`config.mk`:
```
export PLATFORM = sky130hd
export DESIGN_NAME = bf5_out_fifo
export DESIGN_NICKNAME = d
export VERILOG_FILES = /design/src/rtl/bf5_pkg.sv /design/src/rtl/bf5_out_fifo.sv
export SDC_FILE = /design/constraint.sdc
export NUM_CORES = 1
export LEC_CHECK = 0
export BUFFER_PORTS_ARGS = -buffer_cell sky130_fd_sc_hd__buf_4
export CORE_MARGIN = 8
export CORE_UTILIZATION = 41
export DETAILED_ROUTE_END_ITERATION = 16
export PLACE_DENSITY = 0.6
export SYNTH_ARGS = -nofsm -noshare
export SYNTH_HDL_FRONTEND = slang
export SYNTH_SLANG_ARGS = --single-unit
```
`constraint.sdc`:
```
create_clock -name i_clk -period 5.06 [get_ports i_clk]
set_input_delay 0.759 -clock i_clk [delete_from_list [all_inputs] [get_ports i_clk]]
set_output_delay 0.759 -clock i_clk [all_outputs]
set_load 0.02 [all_outputs]
```
`src/rtl/bf5_pkg.sv`:
```
// Shared types and constants of the 5x5 box filter.
// Used by every module of the block; depends on nothing.
`default_nettype none

package bf5_pkg;

    localparam int WIN         = 5;
    localparam int CH_W        = 8;
    localparam int NUM_CH      = 3;
    localparam int PIX_W       = NUM_CH * CH_W;
    localparam int MAX_WIDTH   = 2048;
    localparam int ADDR_W      = $clog2(MAX_WIDTH);
    localparam int MAX_HEIGHT  = 4096;
    localparam int COL_W       = 11;
    localparam int ROW_W       = 12;
    localparam int WIDTH_W     = 12;
    localparam int HEIGHT_W    = 13;
    localparam int CFG_W       = 13;
    localparam int CFG_IDX_W   = 2;
    localparam int LINES       = WIN - 1;
    localparam int LINE_W      = LINES * PIX_W;

    // Sum widths: a window column of five bytes, then all 25 bytes.
    localparam int CSUM_W      = 11;
    localparam int SUM_W       = 13;
    // Division by 25 as a multiply by round-up(2^17 / 25) and a shift;
    // exact for every sum below 43690.
    localparam int RECIP       = 5243;
    localparam int RECIP_SHIFT = 17;
    localparam int PROD_W      = 2 * SUM_W;

    localparam int FIFO_DEPTH  = 8;
    localparam int FIFO_AW     = $clog2(FIFO_DEPTH);
    localparam int CNT_W       = $clog2(FIFO_DEPTH + 1);
    // Stages from the accept edge to the product register of the lanes.
    localparam int TAG_STAGES  = 5;

    typedef enum logic [CFG_IDX_W-1:0] {
        CFG_COLOR  = 2'd0,
        CFG_WIDTH  = 2'd1,
        CFG_HEIGHT = 2'd2
    } t_cfg_idx;

    typedef logic [WIN-1:0][WIN-1:0][PIX_W-1:0] t_win;
    typedef logic [WIN-1:0][WIN-1:0][CH_W-1:0]  t_chan_win;

    typedef struct packed {
        logic res;
        logic last;
        logic color;
    } t_tag;

    typedef struct packed {
        logic [CH_W-1:0] mean_a;
        logic [CH_W-1:0] mean_b;
        logic [CH_W-1:0] mean_c;
        logic            frame_end;
    } t_result;

endpackage

`default_nettype wire

```
`src/rtl/bf5_out_fifo.sv`:
```
// Output queue of finished result words with a valid/stall read side.
// Depends on bf5_pkg.
`default_nettype none

module bf5_out_fifo
    import bf5_pkg::*;
(
    input  wire logic    i_clk,
    input  wire logic    i_rst_n,
    input  wire logic    i_push,
    input  wire t_result i_data,
    input  wire logic    i_pop,
    output logic         o_valid,
    output t_result      o_data
);

    t_result            r_mem [FIFO_DEPTH];
    logic [FIFO_AW-1:0] r_wr_ptr;
    logic [FIFO_AW-1:0] r_rd_ptr;
    logic [CNT_W-1:0]   r_count;
    logic [CNT_W-1:0]   n_count;

    always_comb begin
        n_count = r_count;
        if (i_push && !i_pop) begin
            n_count = r_count + CNT_W'(1);
        end else if (!i_push && i_pop) begin
            n_count = r_count - CNT_W'(1);
        end
    end

    always_ff @(posedge i_clk) begin
        if (!i_rst_n) begin
            r_wr_ptr <= '0;
            r_rd_ptr <= '0;
            r_count  <= '0;
        end else begin
            if (i_push) begin
                r_wr_ptr <= r_wr_ptr + FIFO_AW'(1);
            end
            if (i_pop) begin
                r_rd_ptr <= r_rd_ptr + FIFO_AW'(1);
            end
            r_count <= n_count;
        end
    end

    always_ff @(posedge i_clk) begin
        if (i_push) begin
            r_mem[r_wr_ptr] <= i_data;
        end
    end

    assign o_valid = (r_count != '0);
    assign o_data  = r_mem[r_rd_ptr];

endmodule

`default_nettype wire

```
==> reports/qor.csv <==
metric;value;unit
max_cap viols;0;
setup TNS;0;ns
Worst Path Required;4.30;ns
core area;0.02010;mm²
hpwl dp;9167;µm
P_int;3143;µW
nets;466;
Yosys top cell area share;72.05;%
element type at the critical path end;output pin;
ant diodes;0;
CTS max path bufs;3;
clock latency on the worst-skew pair;0.50;ns
reg-to-reg endpoint;r_mem[1][2];
DRC viols;0;
RSZ-0062 raised after global routing;false;
arrival time worst endpoint;2.86;ns
# rows;52;
initial antenna violation count;0;
M1 wire length;7048;µm
H-tree depth;1;
DR WL met3;752;µm
crit-path max cell delay;0.66;ns
FMAX;276.1;MHz
die width;158.6;µm
CTS Buf Count;23;
WS Path Type;flip-flop to output pin;
drt wl/cell;21.90;µm
Vias/cell;5.176;
cell taking the most area after synthesis;edfxtp_1;
Most Frequent Cell on Critical Path;buf_4;
synth top area cells;edfxtp_1 72%, mux4_1 16%, mux2_2 3.4%, dfxtp_1 3.1%, buf_6 0.81%;
drt pass-1 iters;4;
Worst Setup EP;o_data[14];
via count;3711;
Post-Syn Area per Cell;23.28;µm²
Synth Net Count;393;
Seq/Total Area, Yosys;75.17;%
CTS tree;yes;
clock share of power;40.6;%
Initial Utilization;41.46;%
pwr dens;407.5;mW/mm²
clk root buf;clkbuf_16;
Sw Share;21.41;%
post-route minimum period;3.622;ns
status;finished clean;
Slew HR;38.60;%
Final Core Density;48.82;%
Max IR drop VDD;0.1914;mV
DRT Wirelength;15700;µm
gr ovfl total;0;
synthesis-to-layout area growth;17.76;%
Die Ht;158.6;µm
flop2flop setup slack;2.96;ns
fin crit share;71.57;%
CTS Hold Bufs;0;
port buffer count;54;
P_leak;0.003308;µW
placer's final routability congestion estimate;0.6807;
Worst Clk Skew;0.004085;ns
setup bufs post-CTS;0;
vias in the first global route;4033;
reg2reg path depth;3;
Ports;55;
Syn Inst Count;358;
hold crit path type;flip-flop to flip-flop;
Crit Reg-Reg Startpoint;r_wr_ptr[0];
Final Hold Viols;0;
Slew Limit Fails;0;
first-pass GRT wire length;23680;µm
initial drt markers;193;
combinational share of power;9.1;%
synth unique cells;25;
CTS sink count;213;
final antenna-violating net count;0;
worst-margin pin slew;0.9199;ns
die area;0.02515;mm²
gr usage total;12.64;%
largest net degree at the start of global routing;35;
wire length on met2;7665;µm
Synth warnings;0;
CP Cell Sequence;buf_4 > mux4_1 > mux2_2 > buf_4;
layout cells sized above 1;29.31;%
min-delay src;r_count[3];
Seq pwr share;50.3;%
uppermost layer routed;met4;
final setup violation count;0;
Clk pin slew, worst setup/hold paths;0.06;ns
post-CTS resize count;0;
crit path max fanout;34;
Startpoint Class;flip-flop;
Critical Path Slowest Stage Cell;mux4_1;
Cell Area, Synth;0.008335;mm²
NetSw;856.5;µW
FF+latch count, synth;213;
==> area by class of cell <==
cell class | count | area [µm²]
clock buffer | 24 | 579.3
clock inverter | 17 | 156.4
fill | 1624 | 10290
inverter | 2 | 7.507
multi-input combinational | 126 | 1978
sequential | 213 | 6269
tap | 270 | 337.8
timing repair buffer | 65 | 488.0
==> sequential cells by signal, indices dropped and copies added, names as in the netlist, named ones only <==
register and cells:
r_mem 200, r_count 4, r_rd_ptr 3, r_wr_ptr 3
==> cell usage after synthesis (all sizes together) <==
cell	instances
nand2b	4
inv	2
nor2b	3
buf	13
o21ai	1
edfxtp	200
mux2i	4
clkbuf	4
fa	1
nand2	6
a31oi	1
dfxtp	13
nor2	7
ha	5
mux4	50
a211oi	1
xnor2	4
mux2	25
nand3	1
xor2	2
and2	7
nor3	2
or4	1
a21oi	1
==> worst max-delay path, delay by kind of cell (launching register included) <==
| family | cells | cell delay (ns) |
|---|---|---|
| buf+inv | 2 | 0.74 |
| mux | 2 | 0.94 |
| flops | 1 | 0.65 |
==> how the worst min path moves through the flow <==
stage                              to  cells past startpoint
after floorplan            r_count[3]                      2
after global placement     r_count[3]                      2
after detailed placement   r_count[3]                      2
after CTS                 r_mem[3][0]                      1
after global routing      r_mem[1][2]                      1
final                      r_count[3]                      2
==> stage by stage <==
step / cell area, µm² / setup WS, ns / hold slack [ns] / cells / total power (µW)
CTS: 9816 / 1.387 / 0.4715 / 717 / 4040
global route: 9816 / 1.335 / 0.4843 / 717 / 4135
floorplan: 8335 / 2.031 / 0.4404 / 358 / 2278
detailed placement: 9080 / 1.916 / 0.4707 / 676 / 2423
global placement: 9080 / 1.927 / 0.4591 / 676 / 2413
finish: 9816 / 1.438 / 0.4762 / 717 / 4000
==> power by group through the flow <==
| stage | Sequential [µW] | Combinational [µW] | Clock, µW |
|---|---|---|---|
| global route | 2020 | 393 | 1720 |
| global placement | 2050 | 365 | 0 |
| floorplan | 2030 | 246 | 0 |
| detailed placement | 2050 | 372 | 0 |
| finish | 2010 | 365 | 1620 |
| CTS | 2010 | 373 | 1650 |
==> metal layers <==
metal,up-vias,GRT usage [%]
li1,1672,-
met5,-,0
met3,24,2.606
met2,67,21.46
met1,1948,16.20
met4,0,3.413
==> placed cells by master (no fill, tap or decap), drive strengths merged, types with 6 or more instances in the layout <==
cell type  count
buf           65
edfxtp       200
and2           7
nor2           7
clkinv        12
dfxtp         13
mux4          50
nand2          6
clkbuf        24
mux2          25
==> cells by family after synthesis <==
| kind of cell | Yosys count | share of synthesized area, % |
|---|---|---|
| XOR/XNOR | 6 | 0.6304 |
| flip-flops | 213 | 75.17 |
| AO/OA/AOI/OAI | 4 | 0.2852 |
| multiplexers | 79 | 19.62 |
| AND/OR/NAND/NOR | 31 | 1.906 |
| buffers and inverters | 19 | 1.396 |
| adder cells (fa/ha/maj) | 6 | 0.9907 |
(Power assumes the default switching activity.)
