<file path="src/rtl/bf5_pkg.sv">
// Shared types and constants of the 5x5 box filter.
// Used by every module of the block; depends on nothing.
`default_nettype none

package bf5_pkg;

    localparam int WIN         = 5;
    localparam int CH_W        = 8;
    localparam int NUM_CH      = 3;
    localparam int PIX_W       = NUM_CH * CH_W;
    localparam int MAX_WIDTH   = 2048;
    localparam int ADDR_W      = $clog2(MAX_WIDTH);
    localparam int MAX_HEIGHT  = 4096;
    localparam int COL_W       = 11;
    localparam int ROW_W       = 12;
    localparam int WIDTH_W     = 12;
    localparam int HEIGHT_W    = 13;
    localparam int CFG_W       = 13;
    localparam int CFG_IDX_W   = 2;
    localparam int LINES       = WIN - 1;
    localparam int LINE_W      = LINES * PIX_W;

    // Sum widths: a window column of five bytes, then all 25 bytes.
    localparam int CSUM_W      = 11;
    localparam int SUM_W       = 13;
    // Division by 25 as a multiply by round-up(2^17 / 25) and a shift;
    // exact for every sum below 43690.
    localparam int RECIP       = 5243;
    localparam int RECIP_SHIFT = 17;
    localparam int PROD_W      = 2 * SUM_W;

    localparam int FIFO_DEPTH  = 8;
    localparam int FIFO_AW     = $clog2(FIFO_DEPTH);
    localparam int CNT_W       = $clog2(FIFO_DEPTH + 1);
    // Stages from the accept edge to the product register of the lanes.
    localparam int TAG_STAGES  = 5;

    typedef enum logic [CFG_IDX_W-1:0] {
        CFG_COLOR  = 2'd0,
        CFG_WIDTH  = 2'd1,
        CFG_HEIGHT = 2'd2
    } t_cfg_idx;

    typedef logic [WIN-1:0][WIN-1:0][PIX_W-1:0] t_win;
    typedef logic [WIN-1:0][WIN-1:0][CH_W-1:0]  t_chan_win;

    typedef struct packed {
        logic res;
        logic last;
        logic color;
    } t_tag;

    typedef struct packed {
        logic [CH_W-1:0] mean_a;
        logic [CH_W-1:0] mean_b;
        logic [CH_W-1:0] mean_c;
        logic            frame_end;
    } t_result;

endpackage

`default_nettype wire

</file>
<file path="src/rtl/bf5_lane.sv">
// One channel lane: registered sum tree over the 25 window bytes and the
// division by 25 through a reciprocal multiply. Depends on bf5_pkg.
`default_nettype none

module bf5_lane
    import bf5_pkg::*;
(
    input  wire logic             i_clk,
    input  wire t_chan_win        i_win,
    output logic [CH_W-1:0]       o_mean
);

    logic [WIN-1:0][CSUM_W-1:0] n_csum;
    logic [WIN-1:0][CSUM_W-1:0] r_csum;
    logic [SUM_W-1:0]           n_sum;
    logic [SUM_W-1:0]           r_sum;
    logic [PROD_W-1:0]          r_prod;

    always_comb begin
        for (int c = 0; c < WIN; c++) begin
            n_csum[c] = '0;
            for (int r = 0; r < WIN; r++) begin
                n_csum[c] = n_csum[c] + CSUM_W'(i_win[r][c]);
            end
        end
    end

    always_comb begin
        n_sum = '0;
        for (int c = 0; c < WIN; c++) begin
            n_sum = n_sum + SUM_W'(r_csum[c]);
        end
    end

    always_ff @(posedge i_clk) begin
        r_csum <= n_csum;
        r_sum  <= n_sum;
        r_prod <= PROD_W'(r_sum) * PROD_W'(RECIP);
    end

    assign o_mean = r_prod[RECIP_SHIFT +: CH_W];

endmodule

`default_nettype wire

</file>
<file path="config.mk">
export PLATFORM = sky130hd
export DESIGN_NAME = bf5_lane
export DESIGN_NICKNAME = d
export VERILOG_FILES = /design/src/rtl/bf5_pkg.sv /design/src/rtl/bf5_lane.sv
export SDC_FILE = /design/constraint.sdc
export NUM_CORES = 1
export LEC_CHECK = 0
export BUFFER_PORTS_ARGS = -buffer_cell sky130_fd_sc_hd__buf_2
export CAP_MARGIN = 20
export CORE_MARGIN = 2
export CORE_UTILIZATION = 61
export DETAILED_ROUTE_END_ITERATION = 16
export GPL_ROUTABILITY_DRIVEN = 0
export PLACE_DENSITY = 0.89
export SETUP_SLACK_MARGIN = 0.1
export SYNTH_ARGS = -nofsm -noshare
export SYNTH_HDL_FRONTEND = slang
export SYNTH_SLANG_ARGS = --single-unit
</file>
<file path="constraint.sdc">
create_clock -name i_clk -period 8.9 [get_ports i_clk]
set_input_delay 0.445 -clock i_clk [delete_from_list [all_inputs] [get_ports i_clk]]
set_output_delay 0.445 -clock i_clk [all_outputs]
set_load 0.005 [all_outputs]
</file>
==> flow_results.org <==
** Global route
- The via count of the first global-routing pass came to 7,566.
- Most used routing layer in global routing :: met2
- GR Util met1 :: between 20% and 30%
- The total overflow left after global routing is 0.
- Antenna violations before repair :: 0
- In the global route stage, met2 resource usage came out at 51.04%.
- Total Routing Usage GR :: between 20% and 30%
- First-pass GRT wire length :: 33,290 um
- Maximum number of pins on one net before global-route repair :: 12
- Met3 demand-to-capacity share in global routing :: 4.520%

** Routing
- Total vias in the final route :: 6,729
- The first routing iteration left 151 violations.
- In this run the remaining antenna-violating nets after routing total 0.
- Vias/cell :: 5.269
- In the routed design, unresolved DRC markers number 0.
- Before antenna repair, the detailed router went through 4 iterations.
- The routed design has slightly above 20,000 um of wire.
- In the final routed layout, each cell accounts on average for 16.25 um.

** Floorplanning
- The initialized floorplan defines 46 standard-cell rows.
- The die covers 17,050 um2.
- The die is ~130 um tall.
- Once the floorplan was initialized, standard cells occupied slightly above 60% of the core.
- Core Footprint :: 15,770 um2
- Overall die width :: 130.6 um
- During I/O placement, the number of pins put on the boundary was 209.

** STA
- Clock period minus final worst setup slack :: 4.647 ns
- Setup slack after layout :: 4.253 ns
- Setup total negative slack on the finished layout was measured at 0 ns.
- Max Slew Vio Count :: 0
- For the final database, setup skew stands at 0.003253 ns.
- Tcrit/Tclk final :: between 50% and 60%
- Worst Max-Slew Pin Slew :: 0.4549 ns
- Number of hold-slack violations in the final timing report :: 0
- In this run the tightest slew margin relative to its limit is 69.63%.
- Setup repair after global routing left no endpoint under its margin.
- Worst-case hold slack :: 0.3339 ns
- Setup violations remaining at the end of the flow were counted as 0.
- Timing would allow up to about 220 MHz.

** Cells and area
- Post-layout instance area :: 11,380 um2
- Layout overhead on the synthesized area :: 16.47%
- The post-route netlist has 22.34% of its cells at a drive strength greater than 1.
- NumNets Final :: 1,619
- 0 antenna diodes ended up in the layout.

** Logic synthesis
- For this run, the register share of the synthesized area comes to 15.57%.
- Mean Syn Cell Area :: 11.67 um2
- The synthesized netlist occupies a cell area of 9772 um2.
- sky130_fd_sc_hd__fa_1 takes more of the synthesized area than any other cell.
- Commonest cells post-synth :: 203 x sky130_fd_sc_hd__fa_1, 159 x sky130_fd_sc_hd__ha_1, 145 x sky130_fd_sc_hd__inv_1
- Counting every instance in the synthesized netlist gives 837.
- Ranked by total cell area, the synthesized netlist is headed by sky130_fd_sc_hd__fa_1 42%, sky130_fd_sc_hd__ha_1 20%, sky130_fd_sc_hd__dfxtp_1 16%.
- For this run, asynchronously set or reset flops after synthesis account for 0%.
- Total of warnings raised by yosys :: 0
- Count of flip-flops with a built-in enable after synthesis :: 0
- The number of nets handed over by synthesis was 1,400.
- Most frequently used flop master after synthesis :: sky130_fd_sc_hd__dfxtp_1
- Counting distinct cell types in the post-synthesis netlist gives 38.
- Area share of the largest cell type after synthesis :: 41.59%
- After synthesis the netlist holds a flip-flop and latch count of 76.
- Count leader, synth :: sky130_fd_sc_hd__fa_1

** Clock tree
- Buffer type at the clock tree root :: sky130_fd_sc_hd__clkbuf_16
- CTS tree :: yes
- Clock Sink Count :: 76
- CTS built an H-tree with a depth of 3.
- Largest buffer count on any clock path :: 2
- Number of buffers added by the clock tree synthesis step :: 9
- Once the clock tree was built, the setup fixing pass inserted 0 buffers.
- Hold repair after CTS inserted 0 buffers.
- CTS-repair resized insts :: 0
- After clock tree synthesis, the clock-pin slew on the worst setup and hold paths is 0.05 ns.
- Worst-skew pair later-pin latency :: 0.34 ns

** Placement
- Number of buffers added on ports :: 208
- Post-detailed-placement cell area :: 11,080 um2
- Post-placement setup slack :: around 4.3 ns
- Final HPWL DP :: 18,500 um

** Setup path
- Data on the critical path is required at its endpoint by between 9 and 10 ns.
- Endpoint arrival time on the critical path :: ~5 ns
- In this run the critical register-to-register path is launched from r_sum[10].
- In this run the worst path has a maximum fanout of 7.
- Worst reg2reg endpoint :: r_prod[23]
- Worst setup path category :: register to register
- Worst setup SP type :: register
- R2r worst-path depth :: 16
- The worst setup path is captured at a register.
- In this run the register-to-register setup slack is 4.25 ns.

** Worst hold path
- The worst hold path terminates at r_csum[0].
- Kind of path behind the tightest hold check :: input pin to register
- Startpoint of the most critical hold path :: i_win[160]
- Worst Hold Path Cells :: 2

** Run status
- Status :: finished clean

** Flow run
- The tool flagged a number of max-cap violations equal to 0.
==> registers in the layout (all words and copies together), names as in the netlist <==
register,cells
r_csum,55
r_sum,13
r_prod,8
==> cells in the final DEF, fill, tap and decap left out, types with 4 or more instances in the layout <==
cell type and instances:
sky130_fd_sc_hd__a21boi_1 9, sky130_fd_sc_hd__a21o_1 10, sky130_fd_sc_hd__a21oi_1 24, sky130_fd_sc_hd__a21oi_2 4
sky130_fd_sc_hd__buf_2 208, sky130_fd_sc_hd__clkbuf_1 4, sky130_fd_sc_hd__clkbuf_16 9, sky130_fd_sc_hd__dfxtp_1 76
sky130_fd_sc_hd__fa_1 203, sky130_fd_sc_hd__ha_1 159, sky130_fd_sc_hd__inv_1 145, sky130_fd_sc_hd__nand2_1 20
sky130_fd_sc_hd__nor2_1 28, sky130_fd_sc_hd__nor2b_1 18, sky130_fd_sc_hd__nor3_1 15, sky130_fd_sc_hd__o211ai_1 4
sky130_fd_sc_hd__o21ai_0 9, sky130_fd_sc_hd__o21ai_1 19, sky130_fd_sc_hd__or3_1 6, sky130_fd_sc_hd__xnor2_1 40
sky130_fd_sc_hd__xor2_1 10
==> cell type report <==
cell class,count,area (um2)
multi-input cells,616,7706
fillers,1099,4389
flip-flops and latches,76,1521
repair buffers,208,1041
inverters,145,544.3
well taps,216,270.3
clock buffers,15,267.8
clock inverters,1,30.03
==> cells by family (layout without fill, tap and decap cells) <==
group                      Yosys count  in the layout  share of synthesized area, %
and+or+nand+nor                    101            101                         5.006
xor gates and xnor gates            50             50                         4.481
DFF                                 76             76                         15.57
adders and majority gates          362            362                         61.95
AOI/OAI and AO/OA                  103            103                         7.427
buffers and inverters              145            369                         5.570
==> worst max-delay path, stage by stage (launching register included) <==
cell and delay [ns]:
sky130_fd_sc_hd__dfxtp_1 0.60, sky130_fd_sc_hd__fa_1 0.50, sky130_fd_sc_hd__ha_1 0.30, sky130_fd_sc_hd__inv_1 0.06
sky130_fd_sc_hd__fa_1 0.54, sky130_fd_sc_hd__inv_1 0.06, sky130_fd_sc_hd__fa_1 0.47, sky130_fd_sc_hd__inv_1 0.05
sky130_fd_sc_hd__fa_1 0.47, sky130_fd_sc_hd__inv_1 0.04, sky130_fd_sc_hd__ha_1 0.30, sky130_fd_sc_hd__o21ai_0 0.24
sky130_fd_sc_hd__o21ai_0 0.16, sky130_fd_sc_hd__a32oi_1 0.26, sky130_fd_sc_hd__o211ai_1 0.18, sky130_fd_sc_hd__a211oi_2 0.24
sky130_fd_sc_hd__a21oi_1 0.06
==> how the worst max path moves through the flow <==
stage,startpoint,to,slack [ns],depth (start not counted)
floorplan,r_sum[10],r_prod[23],4.66,16
global placement,r_sum[10],r_prod[23],4.51,16
detailed placement,r_sum[10],r_prod[23],4.29,16
CTS,r_sum[10],r_prod[23],4.25,16
global route,r_sum[10],r_prod[23],4.01,16
finish,r_sum[10],r_prod[23],4.25,16
==> metrics by stage <==
| step | cells | util [%] |
|---|---|---|
| 5_1_grt | 1277 | 72.17 |
| 2_1_floorplan | 837 | - |
| 3_5_place_dp | 1261 | 70.28 |
| 6_report | 1277 | 72.17 |
| 4_1_cts | 1277 | 72.17 |
| 3_3_place_gp | 1261 | 70.28 |
==> routing by layer <==
layer	routed length, um	up-vias
met5	0	-
met4	813	0
met3	722	57
met2	11910	186
met1	7299	3344
li1	-	3142
Power is not shown: default switching activity piles up to over one toggle a cycle in this logic, so the estimate is an artifact.
